## src/hw/rtl/bpqel_pkg.sv

```systemverilog
// Shared types and constants for the bounded priority queue with lowest eviction.
// Used by the channel interfaces and the top level; depends on nothing.
`default_nettype none

package bpqel_pkg;

    localparam int VAL_W    = 32;   // value and priority width
    localparam int STAMP_W  = 32;   // insertion stamp width
    localparam int CAP_W    = 5;    // capacity register width
    localparam int ST_W     = 3;    // status code width
    localparam int FILL_W   = 5;    // reported fill width

    localparam logic [CAP_W-1:0] CAP_RESET = 5'd16;

    typedef enum logic [ST_W-1:0] {
        ST_APPEND  = 3'd0,
        ST_REPLACE = 3'd1,
        ST_DROP    = 3'd2,
        ST_REMOVE  = 3'd3,
        ST_EMPTY   = 3'd4
    } t_status;

    localparam logic OP_ENQ = 1'b0;
    localparam logic OP_DEQ = 1'b1;

endpackage

`default_nettype wire

```

## src/hw/rtl/bpqel_if.sv

```systemverilog
// Valid/ready channel interfaces for the queue's request and result items.
// Depends on bpqel_pkg for field widths.
`default_nettype none

interface bpqel_in_if;
    logic                                valid;
    logic                                ready;
    logic                                op;
    logic signed [bpqel_pkg::VAL_W-1:0]  value;
    logic signed [bpqel_pkg::VAL_W-1:0]  priority_req;

    modport source (output valid, output op, output value, output priority_req, input ready);
    modport sink   (input valid, input op, input value, input priority_req, output ready);
endinterface

interface bpqel_out_if;
    logic                                valid;
    logic                                ready;
    logic [bpqel_pkg::ST_W-1:0]          status;
    logic signed [bpqel_pkg::VAL_W-1:0]  out_value;
    logic signed [bpqel_pkg::VAL_W-1:0]  out_priority;
    logic [bpqel_pkg::FILL_W-1:0]        fill;

    modport source (output valid, output status, output out_value, output out_priority,
                    output fill, input ready);
    modport sink   (input valid, input status, input out_value, input out_priority,
                    input fill, output ready);
endinterface

`default_nettype wire

```

## src/hw/rtl/bounded_priority_queue_evict_lowest_unit.sv

```systemverilog
// Bounded priority queue; when full, a higher-priority enqueue evicts the first lowest entry.
// From accept: append writes the tail, then done; an empty dequeue goes straight to done.
// A full enqueue or a dequeue scans all held entries, then decides; a dequeue not of the
// last entry then shifts later entries down. One item at a time: the next is taken once
// the result is registered; the single memory read port sets the cost, one entry per cycle.
// Reset (synchronous, active low): queue empty, stamp counter zero, capacity 16.
`default_nettype none

module bounded_priority_queue_evict_lowest_unit #(
    parameter int DEPTH = 16
) (
    input  wire                              i_clk,
    input  wire                              i_rst_n,
    input  wire                              i_cfg_we,
    input  wire [bpqel_pkg::CAP_W-1:0]       i_cfg_data,
    bpqel_in_if.sink                         i_in,
    bpqel_out_if.source                      o_out
);

    localparam int AW = (DEPTH > 1) ? $clog2(DEPTH) : 1;   // entry index width
    localparam int FW = $clog2(DEPTH + 1);                  // fill count width
    localparam int EW = (FW > bpqel_pkg::CAP_W) ? FW : bpqel_pkg::CAP_W;
    localparam int VW = bpqel_pkg::VAL_W;
    localparam int SW = bpqel_pkg::STAMP_W;

    // Sequencer: one-hot states.
    typedef enum logic [5:0] {
        S_IDLE   = 6'b000001,
        S_APPEND = 6'b000010,
        S_SCAN   = 6'b000100,
        S_DECIDE = 6'b001000,
        S_SHIFT  = 6'b010000,
        S_DONE   = 6'b100000
    } t_state;

    t_state                     r_state, n_state;

    // Entry memory: one read port, one write port, registered read data.
    logic        [VW-1:0]       r_mem_val   [DEPTH];
    logic        [VW-1:0]       r_mem_pri   [DEPTH];
    logic        [SW-1:0]       r_mem_stamp [DEPTH];
    logic signed [VW-1:0]       r_rd_val;
    logic signed [VW-1:0]       r_rd_pri;
    logic        [SW-1:0]       r_rd_stamp;

    // Control state.
    logic [FW-1:0]              r_fill;
    logic [SW-1:0]              r_stamp;
    logic [bpqel_pkg::CAP_W-1:0] r_cap;
    logic [AW-1:0]              r_idx;      // read address being issued
    logic                       r_issue;    // reads still to issue
    logic                       r_rd_vld;   // read data registered this cycle
    logic [AW-1:0]              r_rd_idx;   // address of the registered read data
    logic                       r_first;    // next compare is the first of the scan
    logic                       r_out_valid;

    // Captured request and running best/worst entry.
    logic                       r_op;
    logic signed [VW-1:0]       r_val;
    logic signed [VW-1:0]       r_pri;
    logic [AW-1:0]              r_best_idx;
    logic signed [VW-1:0]       r_best_val;
    logic signed [VW-1:0]       r_best_pri;
    logic        [SW-1:0]       r_best_stamp;

    // Pending result and output register.
    bpqel_pkg::t_status         r_res_status;
    logic signed [VW-1:0]       r_res_val;
    logic signed [VW-1:0]       r_res_pri;
    logic [bpqel_pkg::ST_W-1:0] r_out_status;
    logic signed [VW-1:0]       r_out_val;
    logic signed [VW-1:0]       r_out_pri;
    logic [bpqel_pkg::FILL_W-1:0] r_out_fill;

    // Combinational helpers.
    logic                       w_accept;
    logic [AW-1:0]              w_last_idx;
    logic [EW-1:0]              w_cap_ext;
    logic [EW-1:0]              w_depth;
    logic [EW-1:0]              w_cap_eff;
    logic                       w_room;
    logic                       w_take;
    logic                       w_scan_end;
    logic                       w_out_free;
    logic                       w_we;
    logic [AW-1:0]              w_waddr;
    logic [VW-1:0]              w_wval;
    logic [VW-1:0]              w_wpri;
    logic [SW-1:0]              w_wstamp;

    assign w_accept   = i_in.valid && i_in.ready;
    assign i_in.ready = (r_state == S_IDLE);

    // Index of the last held entry; only used while at least one entry is held.
    assign w_last_idx = AW'(r_fill - FW'(1));

    // Capacity zero acts as one, capacity above DEPTH saturates.
    assign w_cap_ext = EW'(r_cap);
    assign w_depth   = EW'(DEPTH);
    assign w_cap_eff = (w_cap_ext == '0)     ? EW'(1)  :
                       (w_cap_ext > w_depth) ? w_depth : w_cap_ext;
    assign w_room    = (EW'(r_fill) < w_cap_eff);

    // Shared compare unit. Enqueue hunts the first lowest priority; dequeue the
    // highest priority with the oldest stamp winning ties.
    always_comb begin
        if (r_first) begin
            w_take = 1'b1;
        end else if (r_op == bpqel_pkg::OP_ENQ) begin
            w_take = (r_rd_pri < r_best_pri);
        end else begin
            w_take = (r_rd_pri > r_best_pri) ||
                     ((r_rd_pri == r_best_pri) && (r_rd_stamp < r_best_stamp));
        end
    end

    // The read pipeline has drained once nothing is issued and the last data is in.
    assign w_scan_end = !r_issue && r_rd_vld;
    assign w_out_free = !r_out_valid || o_out.ready;

    // Write port: append at the tail, replace the victim, or move an entry down.
    always_comb begin
        w_we     = 1'b0;
        w_waddr  = r_fill[AW-1:0];
        w_wval   = r_val;
        w_wpri   = r_pri;
        w_wstamp = r_stamp;
        case (r_state)
            S_APPEND: begin
                w_we = 1'b1;
            end
            S_DECIDE: begin
                w_waddr = r_best_idx;
                w_we    = (r_op == bpqel_pkg::OP_ENQ) && (r_pri > r_best_pri);
            end
            S_SHIFT: begin
                w_we     = r_rd_vld;
                w_waddr  = r_rd_idx - AW'(1);
                w_wval   = r_rd_val;
                w_wpri   = r_rd_pri;
                w_wstamp = r_rd_stamp;
            end
            default: begin
                w_we = 1'b0;
            end
        endcase
    end

    always_ff @(posedge i_clk) begin
        if (w_we) begin
            r_mem_val[w_waddr]   <= w_wval;
            r_mem_pri[w_waddr]   <= w_wpri;
            r_mem_stamp[w_waddr] <= w_wstamp;
        end
        r_rd_val   <= r_mem_val[r_idx];
        r_rd_pri   <= r_mem_pri[r_idx];
        r_rd_stamp <= r_mem_stamp[r_idx];
    end

    // Next state.
    always_comb begin
        n_state = r_state;
        case (r_state)
            S_IDLE: begin
                if (w_accept) begin
                    if (i_in.op == bpqel_pkg::OP_ENQ) begin
                        n_state = w_room ? S_APPEND : S_SCAN;
                    end else begin
                        n_state = (r_fill == '0) ? S_DONE : S_SCAN;
                    end
                end
            end
            S_APPEND: begin
                n_state = S_DONE;
            end
            S_SCAN: begin
                if (w_scan_end) begin
                    n_state = S_DECIDE;
                end
            end
            S_DECIDE: begin
                if ((r_op == bpqel_pkg::OP_DEQ) && (r_best_idx != w_last_idx)) begin
                    n_state = S_SHIFT;
                end else begin
                    n_state = S_DONE;
                end
            end
            S_SHIFT: begin
                if (w_scan_end) begin
                    n_state = S_DONE;
                end
            end
            S_DONE: begin
                if (w_out_free) begin
                    n_state = S_IDLE;
                end
            end
            default: begin
                n_state = S_IDLE;
            end
        endcase
    end

    // Sequencer datapath.
    always_ff @(posedge i_clk) begin
        if (!i_rst_n) begin
            r_state     <= S_IDLE;
            r_fill      <= '0;
            r_stamp     <= '0;
            r_cap       <= bpqel_pkg::CAP_RESET;
            r_idx       <= '0;
            r_issue     <= 1'b0;
            r_rd_vld    <= 1'b0;
            r_first     <= 1'b0;
            r_out_valid <= 1'b0;
        end else begin
            r_state <= n_state;

            // The user must write the capacity only while idle; the block itself does not enforce it.
            if (i_cfg_we) begin
                r_cap <= i_cfg_data;
            end

            // Drop the result once taken; a new one loads in the done state.
            if (o_out.ready && (r_state != S_DONE)) begin
                r_out_valid <= 1'b0;
            end

            // Read pipeline advance, shared by scan and shift. Nothing is in
            // flight in the idle and decide states, so the valid flag drops there.
            r_rd_vld <= r_issue;
            r_rd_idx <= r_idx;
            if (r_issue) begin
                if (r_idx == w_last_idx) begin
                    r_issue <= 1'b0;
                end else begin
                    r_idx <= r_idx + AW'(1);
                end
            end

            case (r_state)
                S_IDLE: begin
                    if (w_accept) begin
                        r_op         <= i_in.op;
                        r_val        <= i_in.value;
                        r_pri        <= i_in.priority_req;
                        r_res_status <= bpqel_pkg::ST_EMPTY;
                        r_res_val    <= '0;
                        r_res_pri    <= '0;
                        // Start a scan from entry zero.
                        r_idx        <= '0;
                        r_issue      <= (n_state == S_SCAN);
                        r_first      <= 1'b1;
                    end
                end
                S_APPEND: begin
                    r_stamp      <= r_stamp + SW'(1);
                    r_fill       <= r_fill + FW'(1);
                    r_res_status <= bpqel_pkg::ST_APPEND;
                end
                S_SCAN: begin
                    if (r_rd_vld) begin
                        r_first <= 1'b0;
                        if (w_take) begin
                            r_best_idx   <= r_rd_idx;
                            r_best_val   <= r_rd_val;
                            r_best_pri   <= r_rd_pri;
                            r_best_stamp <= r_rd_stamp;
                        end
                    end
                end
                S_DECIDE: begin
                    if (r_op == bpqel_pkg::OP_ENQ) begin
                        if (r_pri > r_best_pri) begin
                            r_stamp      <= r_stamp + SW'(1);
                            r_res_status <= bpqel_pkg::ST_REPLACE;
                        end else begin
                            r_res_status <= bpqel_pkg::ST_DROP;
                        end
                    end else begin
                        r_res_status <= bpqel_pkg::ST_REMOVE;
                        r_res_val    <= r_best_val;
                        r_res_pri    <= r_best_pri;
                        if (r_best_idx == w_last_idx) begin
                            r_fill <= r_fill - FW'(1);
                        end else begin
                            // Move later entries down, reading one ahead of the write.
                            r_idx    <= r_best_idx + AW'(1);
                            r_issue  <= 1'b1;
                        end
                    end
                end
                S_SHIFT: begin
                    if (w_scan_end) begin
                        r_fill <= r_fill - FW'(1);
                    end
                end
                S_DONE: begin
                    if (w_out_free) begin
                        r_out_valid  <= 1'b1;
                        r_out_status <= r_res_status;
                        r_out_val    <= r_res_val;
                        r_out_pri    <= r_res_pri;
                        r_out_fill   <= bpqel_pkg::FILL_W'(r_fill);
                    end
                end
                default: begin
                    r_first <= 1'b0;
                end
            endcase
        end
    end

    assign o_out.valid        = r_out_valid;
    assign o_out.status       = r_out_status;
    assign o_out.out_value    = r_out_val;
    assign o_out.out_priority = r_out_pri;
    assign o_out.fill         = r_out_fill;

    // The queue never holds more than the store's depth.
    a_fill_bound: assert property (@(posedge i_clk) disable iff (!i_rst_n)
        (FW'(DEPTH) >= r_fill))
        else $error("fill count above depth");

    // An accepted item always puts the sequencer to work.
    a_busy_after_accept: assert property (@(posedge i_clk) disable iff (!i_rst_n)
        w_accept |=> (r_state != S_IDLE))
        else $error("sequencer idle after accept");

    // A new result appears only out of the done state.
    a_result_source: assert property (@(posedge i_clk) disable iff (!i_rst_n)
        ($past(i_rst_n) && $rose(r_out_valid)) |-> $past(r_state == S_DONE))
        else $error("result loaded outside done state");

    // Fill moves only on append, on removal of the tail, or at the end of a shift.
    a_fill_source: assert property (@(posedge i_clk) disable iff (!i_rst_n)
        ($past(i_rst_n) && (r_fill != $past(r_fill))) |->
            ($past(r_state == S_APPEND) || $past(r_state == S_DECIDE) ||
             $past(r_state == S_SHIFT)))
        else $error("fill changed outside a write step");

endmodule

`default_nettype wire

```

## src/flat_wrapper.sv

```systemverilog
// flat-port wrapper written by rule: the top's interface ports become plain ports
module bounded_priority_queue_evict_lowest_unit_flat 
#(
    parameter int DEPTH = 16
)
  (i_clk, i_rst_n, i_cfg_we, i_cfg_data, i_in_valid, i_in_op, i_in_value, i_in_priority_req, i_in_ready, o_out_valid, o_out_status, o_out_out_value, o_out_out_priority, o_out_fill, o_out_ready);
  bpqel_in_if i_in_i ();
  bpqel_out_if o_out_i ();
  input  wire i_clk;
  input  wire i_rst_n;
  input  wire i_cfg_we;
  input  wire [bpqel_pkg::CAP_W-1:0] i_cfg_data;
  input wire logic [$bits(i_in_i.valid)-1:0] i_in_valid;
  input wire logic [$bits(i_in_i.op)-1:0] i_in_op;
  input wire logic [$bits(i_in_i.value)-1:0] i_in_value;
  input wire logic [$bits(i_in_i.priority_req)-1:0] i_in_priority_req;
  output wire logic [$bits(i_in_i.ready)-1:0] i_in_ready;
  output wire logic [$bits(o_out_i.valid)-1:0] o_out_valid;
  output wire logic [$bits(o_out_i.status)-1:0] o_out_status;
  output wire logic [$bits(o_out_i.out_value)-1:0] o_out_out_value;
  output wire logic [$bits(o_out_i.out_priority)-1:0] o_out_out_priority;
  output wire logic [$bits(o_out_i.fill)-1:0] o_out_fill;
  input wire logic [$bits(o_out_i.ready)-1:0] o_out_ready;
  assign i_in_i.valid = i_in_valid;
  assign i_in_i.op = i_in_op;
  assign i_in_i.value = i_in_value;
  assign i_in_i.priority_req = i_in_priority_req;
  assign i_in_ready = i_in_i.ready;
  assign o_out_valid = o_out_i.valid;
  assign o_out_status = o_out_i.status;
  assign o_out_out_value = o_out_i.out_value;
  assign o_out_out_priority = o_out_i.out_priority;
  assign o_out_fill = o_out_i.fill;
  assign o_out_i.ready = o_out_ready;
  bounded_priority_queue_evict_lowest_unit #(.DEPTH(DEPTH)) u_core (.i_clk(i_clk), .i_rst_n(i_rst_n), .i_cfg_we(i_cfg_we), .i_cfg_data(i_cfg_data), .i_in(i_in_i), .o_out(o_out_i));
endmodule
```

## config.mk

```make
export PLATFORM = sky130hd
export DESIGN_NAME = bounded_priority_queue_evict_lowest_unit_flat
export DESIGN_NICKNAME = d
export VERILOG_FILES = /design/src/hw/rtl/bpqel_pkg.sv /design/src/hw/rtl/bpqel_if.sv /design/src/hw/rtl/bounded_priority_queue_evict_lowest_unit.sv /design/src/flat_wrapper.sv
export SDC_FILE = /design/constraint.sdc
export NUM_CORES = 2
export LEC_CHECK = 0
export ABC_AREA = 0
export BUFFER_PORTS_ARGS = -buffer_cell sky130_fd_sc_hd__clkbuf_2
export CORE_MARGIN = 1.5
export CORE_UTILIZATION = 55
export CTS_CLUSTER_DIAMETER = 200
export CTS_CLUSTER_SIZE = 25
export DETAILED_ROUTE_END_ITERATION = 6
export MAX_ROUTING_LAYER = met4
export PLACE_DENSITY = 0.83
export REMOVE_ABC_BUFFERS = 1
export SETUP_SLACK_MARGIN = 0.05
export SLEW_MARGIN = 10
export SYNTH_ARGS = -nofsm -noshare
export SYNTH_HDL_FRONTEND = slang
export SYNTH_SLANG_ARGS = --single-unit
```

## constraint.sdc

```tcl
create_clock -name i_clk -period 13.77 [get_ports i_clk]
set_input_delay 2.754 -clock i_clk [delete_from_list [all_inputs] [get_ports i_clk]]
set_output_delay 2.754 -clock i_clk [all_outputs]
set_load 0.005 [all_outputs]
```

## Yosys cells after proc, flatten, opt, wreduce, memory -nomap -nowiden

Memories as Yosys holds them, arrays and structs flattened. A register that Yosys moved wholly into a read port is not among the register bits.
Cells that the tools add are included.

- Input port bits: 75
- Output and inout port bits: 74
- Memories: 3
- Memory bits (writable): 1,536
- Register bits: 364

- Reductions and logical operators: 25
- Equality and inequality tests: 19
- Muxes and demuxes: 54
- Add/subtract/negate cells: 6
- Magnitude comparators: 6
- Bitwise gates (word level): 2

Memories:

| name | words | bits a word | rd ports | clocked after memory_dff | wr ports | RTL line | source |
|---|---|---|---|---|---|---|---|
| u_core.r_mem_pri | 16 | 32 | 1 | 1 | 1 | bounded_priority_queue_evict_lowest_unit.sv:40 | `logic [VW-1:0] r_mem_pri [DEPTH];` |
| u_core.r_mem_stamp | 16 | 32 | 1 | 1 | 1 | bounded_priority_queue_evict_lowest_unit.sv:41 | `logic [SW-1:0] r_mem_stamp [DEPTH];` |
| u_core.r_mem_val | 16 | 32 | 1 | 1 | 1 | bounded_priority_queue_evict_lowest_unit.sv:39 | `logic [VW-1:0] r_mem_val [DEPTH];` |

Operator list:

| operator | count |
|---|---|
| 2-to-1 mux 32 bit | 8 |
| one-hot mux 32 bit (2 select lines) | 3 |
| > comparator 32 bit | 2 |
| < comparator 32 bit | 2 |
| 2-to-1 mux 6 bit | 7 |
| one-hot mux 6 bit (6 select lines) | 1 |
| adder 32 x 1 -> 32 bit (second input constant) | 1 |
| == test 32 bit | 1 |
| 2-to-1 mux 5 bit | 5 |
| 2-to-1 mux 4 bit | 5 |
| one-hot mux 4 bit (2 select lines) | 2 |
| one-hot mux 5 bit (3 select lines) | 1 |
| AND reduction 3 bit | 5 |
| 2-to-1 mux 1 bit | 14 |
| == test 6 x 3 -> 1 bit (second input constant) | 2 |
| AND reduction 4 bit | 3 |
| zero test 5 bit | 2 |
| inequality test 2 x 1 -> 1 bit (second input constant) | 5 |
| one-hot mux 3 bit (3 select lines) | 1 |
| adder 4 x 1 -> 4 bit (second input constant) | 2 |
| == test 4 bit | 2 |
| == test 6 x 1 -> 1 bit (second input constant) | 1 |
| == test 6 x 2 -> 1 bit (second input constant) | 1 |
| == test 6 x 4 -> 1 bit (second input constant) | 1 |
| 21 further kinds | 35 |

## Depth between registers and ports, before layout

- Depth in word-level cells: 11
- Mapped depth: 13
- Depth with buffers taken out: 11

## Worst setup path before layout

Ideal clock, no wire load.

- Kind: input port to flip-flop
- From: input port i_rst_n
- To: register u_core.r_best_idx[0], enable pin
- Stages on the path: 3
- Arrival time: 10,392 ps
- Path buffers: 1
- Setup slack: 2,671 ps
- Path through: clkbuf_1 nand2_1 a211oi_1

- Word-level cells in the longest chain between the ends: 1

Ends and longest elaborated chain:

| element | RTL line | source |
|---|---|---|
| start, declared | flat_wrapper.sv:10 | `input wire i_rst_n;` |
| AND reduction 4 bit (no source line) | - |  |
| end signal, assigned | bounded_priority_queue_evict_lowest_unit.sv:265 | `r_best_idx <= r_rd_idx;` |
| end, declared | bounded_priority_queue_evict_lowest_unit.sv:61 | `logic [AW-1:0] r_best_idx;` |

Every way passes these cells.
A chain may end at the register's enable or synchronous reset.

## Final worst setup path

- From: register u_core.r_state[5]
- To: output port i_in_ready

- Word-level cells in the longest chain between the ends: 1

Ends and longest elaborated chain:

| element | RTL line | source |
|---|---|---|
| start, declared | bounded_priority_queue_evict_lowest_unit.sv:36 | `t_state r_state, n_state;` |
| start signal, assigned | bounded_priority_queue_evict_lowest_unit.sv:217 | `r_state <= n_state;` |
| == test 6 x 1 -> 1 bit | bounded_priority_queue_evict_lowest_unit.sv:92 | `assign i_in.ready = (r_state == S_IDLE);` |
| end, declared | flat_wrapper.sv:17 | `output wire logic [$bits(i_in_i.ready)-1:0] i_in_ready;` |

Every way passes these cells.

==> results.md <==
- Required time of the critical path: 11.02 ns
- CTS tree: yes
- Most frequent cells after synthesis: 1844 x edfxtp_1, 480 x mux4_2, 345 x nand2_1, 152 x dfxtp_1, 114 x clkbuf_1
- Yosys Warn Count: 0
- Worst Path Arrival: 2.70 ns
- Layout cells sized above 1: 21.54%
- Number of library cell types mapped by synthesis: 62
- Post-synth EDFFs: 1844
- Synth Area in Adders: 1.751%
- Levels on crit path: 4
- # setup viols final: 0
- Worst hold slack: 0.4185 ns
- Fin area: 81400 um^2
- Port bufs: 148
- Register area share after synthesis: 77.14%
- Via density per instance: 6.582
- Critical path peak fanout: 7
- Final hold vios: 0
- CTS Buf Count: 89
- CP Class: flop to output pin
- DR iter-0 viols: 5595
- Post-Syn Instances: 3654
- Leak: 25.74 nW
- Global route overflow: 0
- Relative slew slack: 15.42%
- F_max: 0.1833 GHz
- Initial antenna violation count: 1
- Share of the synthesized area in the top cell type: 73.12%
- R2R cell count: 8
- Largest net degree at the start of global routing: 111
- Clk sinks: 1996
- Core Area: 136000 um^2
- RR Endpoint: u_core.r_mem_pri[10][23]
- Area post-placement: 78770 um^2
- # H-tree levels: 3
- Fin nets: 3982
- Clk_lat worst skew: 0.75 ns
- Post-route ant nets: 0
- Area delta synth->final: 7.493%
- Largest stage delay, worst path: 0.65 ns
- Worst min path class: flop to flop
- Final min period: 5.456 ns
- Vias in the first global route: 37644
- Actual slew at the worst max-slew pin: 1.266 ns
- First-pass GRT wire length: 259.0 mm
- CTS Root Cell: clkbuf_16
- Reg-to-Reg Start: u_core.r_state[0]
- Synth area leader: edfxtp_1
- GRT Overall Usage: 26.46%
- Synth Area in Simple Gates: 3.708%
- Mapped Avg Cell Area: 20.72 um^2
- Row count: 135
- I/O Pins: 149
- Crit. End Element: output pin
- Max cap viols: 0
- Fillers: 8928
- Starting density of the core: 55.69%
- Cts hold-fix bufs: 0
- Buffer count from post-CTS setup fixing: 0
- RSZ-0062 raised after global routing: no
- Die X-Extent: 374.1 um
- RD Place Congestion: 0.8674
- Worst vdd ir: 0.09706 mV
- CP Launch Type: flop
- Xor/xnor share of the synthesized area: 0.2991%
- PostCTS Resize Cnt: 0
- Fin crit share: 39.62%
- PwrDens: 124.1 nW/um^2
- Top post-synthesis cells by area: edfxtp_1 73%, mux4_2 14%, dfxtp_1 4.0%
- Vias after detailed routing: 37241
- Async SR Flop Fraction: 0%
- Clk buf depth: 3
- Post-detail-place hpwl: 102.2 mm
- Worst-path clk slew: 0.11 ns
- Multiplexer area fraction after synthesis: 14.37%
- CP Capture Point: i_in_ready
- Slew Limit Fails: 0
- Synth Register Bits: 1996
- Crit path buf inv count: 1
- CP cell instances: nor3_1, nand2b_1, nor3b_1, clkbuf_2
- Main combinational cell family by area after synthesis: multiplexers
- Status: completed
- Setup tns final: 0 ns
- WL/cell: 31.74 um
- Die Area: 139900 um^2
- Synth Cell Area: 75730 um^2
- Post-synthesis compound-gate area fraction: 1.513%
- Most common cell in the netlist: edfxtp_1
- Cell family with most CP delay: simple AND/OR/NAND/NOR gates
- Most common flop cell mapped by yosys: edfxtp_1
- Die Ht: 374.1 um
- Crit path launch: u_core.r_state[5]
- Reg2Reg Setup Slack: 8.38 ns
- Residual DRC count: 0
- Slowest cell on crit path: nor3b_1
- First-pass DRT Iterations: 6
- Routed wire length: 179.6 mm
- Clock skew: 0.04601 ns
## state kept, by name, indices dropped and copies added (netlist names), 5 cells and up
name,count
u_core.r_mem_stamp,512
u_core.o_out.out_priority,32
u_core.r_pri,32
u_core.r_rd_pri,32
u_core.r_val,32
u_core.r_best_stamp,32
u_core.r_res_pri,32
u_core.r_best_pri,32
u_core.o_out.fill,5
u_core.r_best_val,32
u_core.r_mem_val,512
u_core.r_mem_pri,512
u_core.r_fill,5
u_core.r_cap,5
u_core.r_state,6
u_core.r_stamp,32
u_core.r_rd_val,32
u_core.r_rd_stamp,32
u_core.r_res_val,32
u_core.o_out.out_value,32
## per-stage QoR
step | utilization (%) | worst slack [ns] | std cells | power (mW)
finish | 59.86 | 8.314 | 5658 | 10.10
global route | 59.86 | 8.109 | 5657 | 10.34
CTS | 59.86 | 8.360 | 5657 | 10.13
detailed placement | 57.93 | 8.343 | 5491 | 7.166
global placement | 57.93 | 8.399 | 5491 | 7.149
floorplan | - | -4.077 | 3490 | 7.124
## cell usage in the layout, fill, tap and decap left out, types with 64 or more instances in the layout
cell type	instances
inv_1	77
nand2_1	345
buf_4	70
mux4_2	480
clkbuf_1	69
ha_1	106
clkbuf_2	148
dfxtp_1	148
clkbuf_16	92
nor2_1	77
edfxtp_1	1844
a21oi_1	64
## routing by layer
layer,part of all wire (%),track usage [%],vias up
met1,36,34.65,19207
met2,49,41.22,2649
met3,11,5.650,341
li1,-,-,15044
met5,0,-,-
met4,3.9,9.958,0
## how the worst min path moves through the flow
stage / to / cells after the start / from / slack [ns]
floorplan: u_core.o_out.out_priority[0] / 0 / u_core.r_res_pri[0] / 0.40
global placement: u_core.o_out.out_value[14] / 0 / u_core.r_res_val[14] / 0.40
detailed placement: u_core.o_out.out_priority[0] / 0 / u_core.r_res_pri[0] / 0.40
CTS: u_core.o_out.out_value[25] / 0 / u_core.r_res_val[25] / 0.42
global route: u_core.o_out.out_value[28] / 0 / u_core.r_res_val[28] / 0.43
finish: u_core.o_out.out_priority[0] / 0 / u_core.r_res_pri[0] / 0.42
## report_power, final
group	switching [mW]	internal, mW
clock	1.78	1.28
combinational	0.214	0.128
sequential	0.0390	6.65
## worst reg2reg max path, cell delays in order, from the launching register on
cell and delay (ns):
dfxtp_1 0.39, nor2_4 0.98, and2_1 0.67, nor2_1 0.35, a221oi_1 0.50, nand2_1 0.27
nor3_2 0.20, buf_4 0.81, buf_4 0.82
## layout make-up
cell class,count,area [um^2],area share [%]
well taps,1781,2228,2.738
flip-flops and latches,1996,58430,71.78
clock inverters,5,70.07,0.08608
repair buffers,220,1306,1.605
clock buffers,161,2561,3.146
multi-input cells,1416,16510,20.28
inverters,78,292.8,0.3597
diodes,1,2.502,0.003074
## cells by family (layout without fill, tap and decap cells)
| group | count (synthesis) | in the layout |
|---|---|---|
| adder cells (fa/ha/maj) | 106 | 106 |
| buffers and inverters | 242 | 464 |
| flip-flops | 1996 | 1996 |
| other | 0 | 1 |
| XOR/XNOR | 25 | 25 |
| AND/OR/NAND/NOR | 617 | 617 |
| AO/OA/AOI/OAI | 181 | 181 |
| multiplexers | 487 | 487 |
Note: power is estimated with default switching activity, not from simulation.
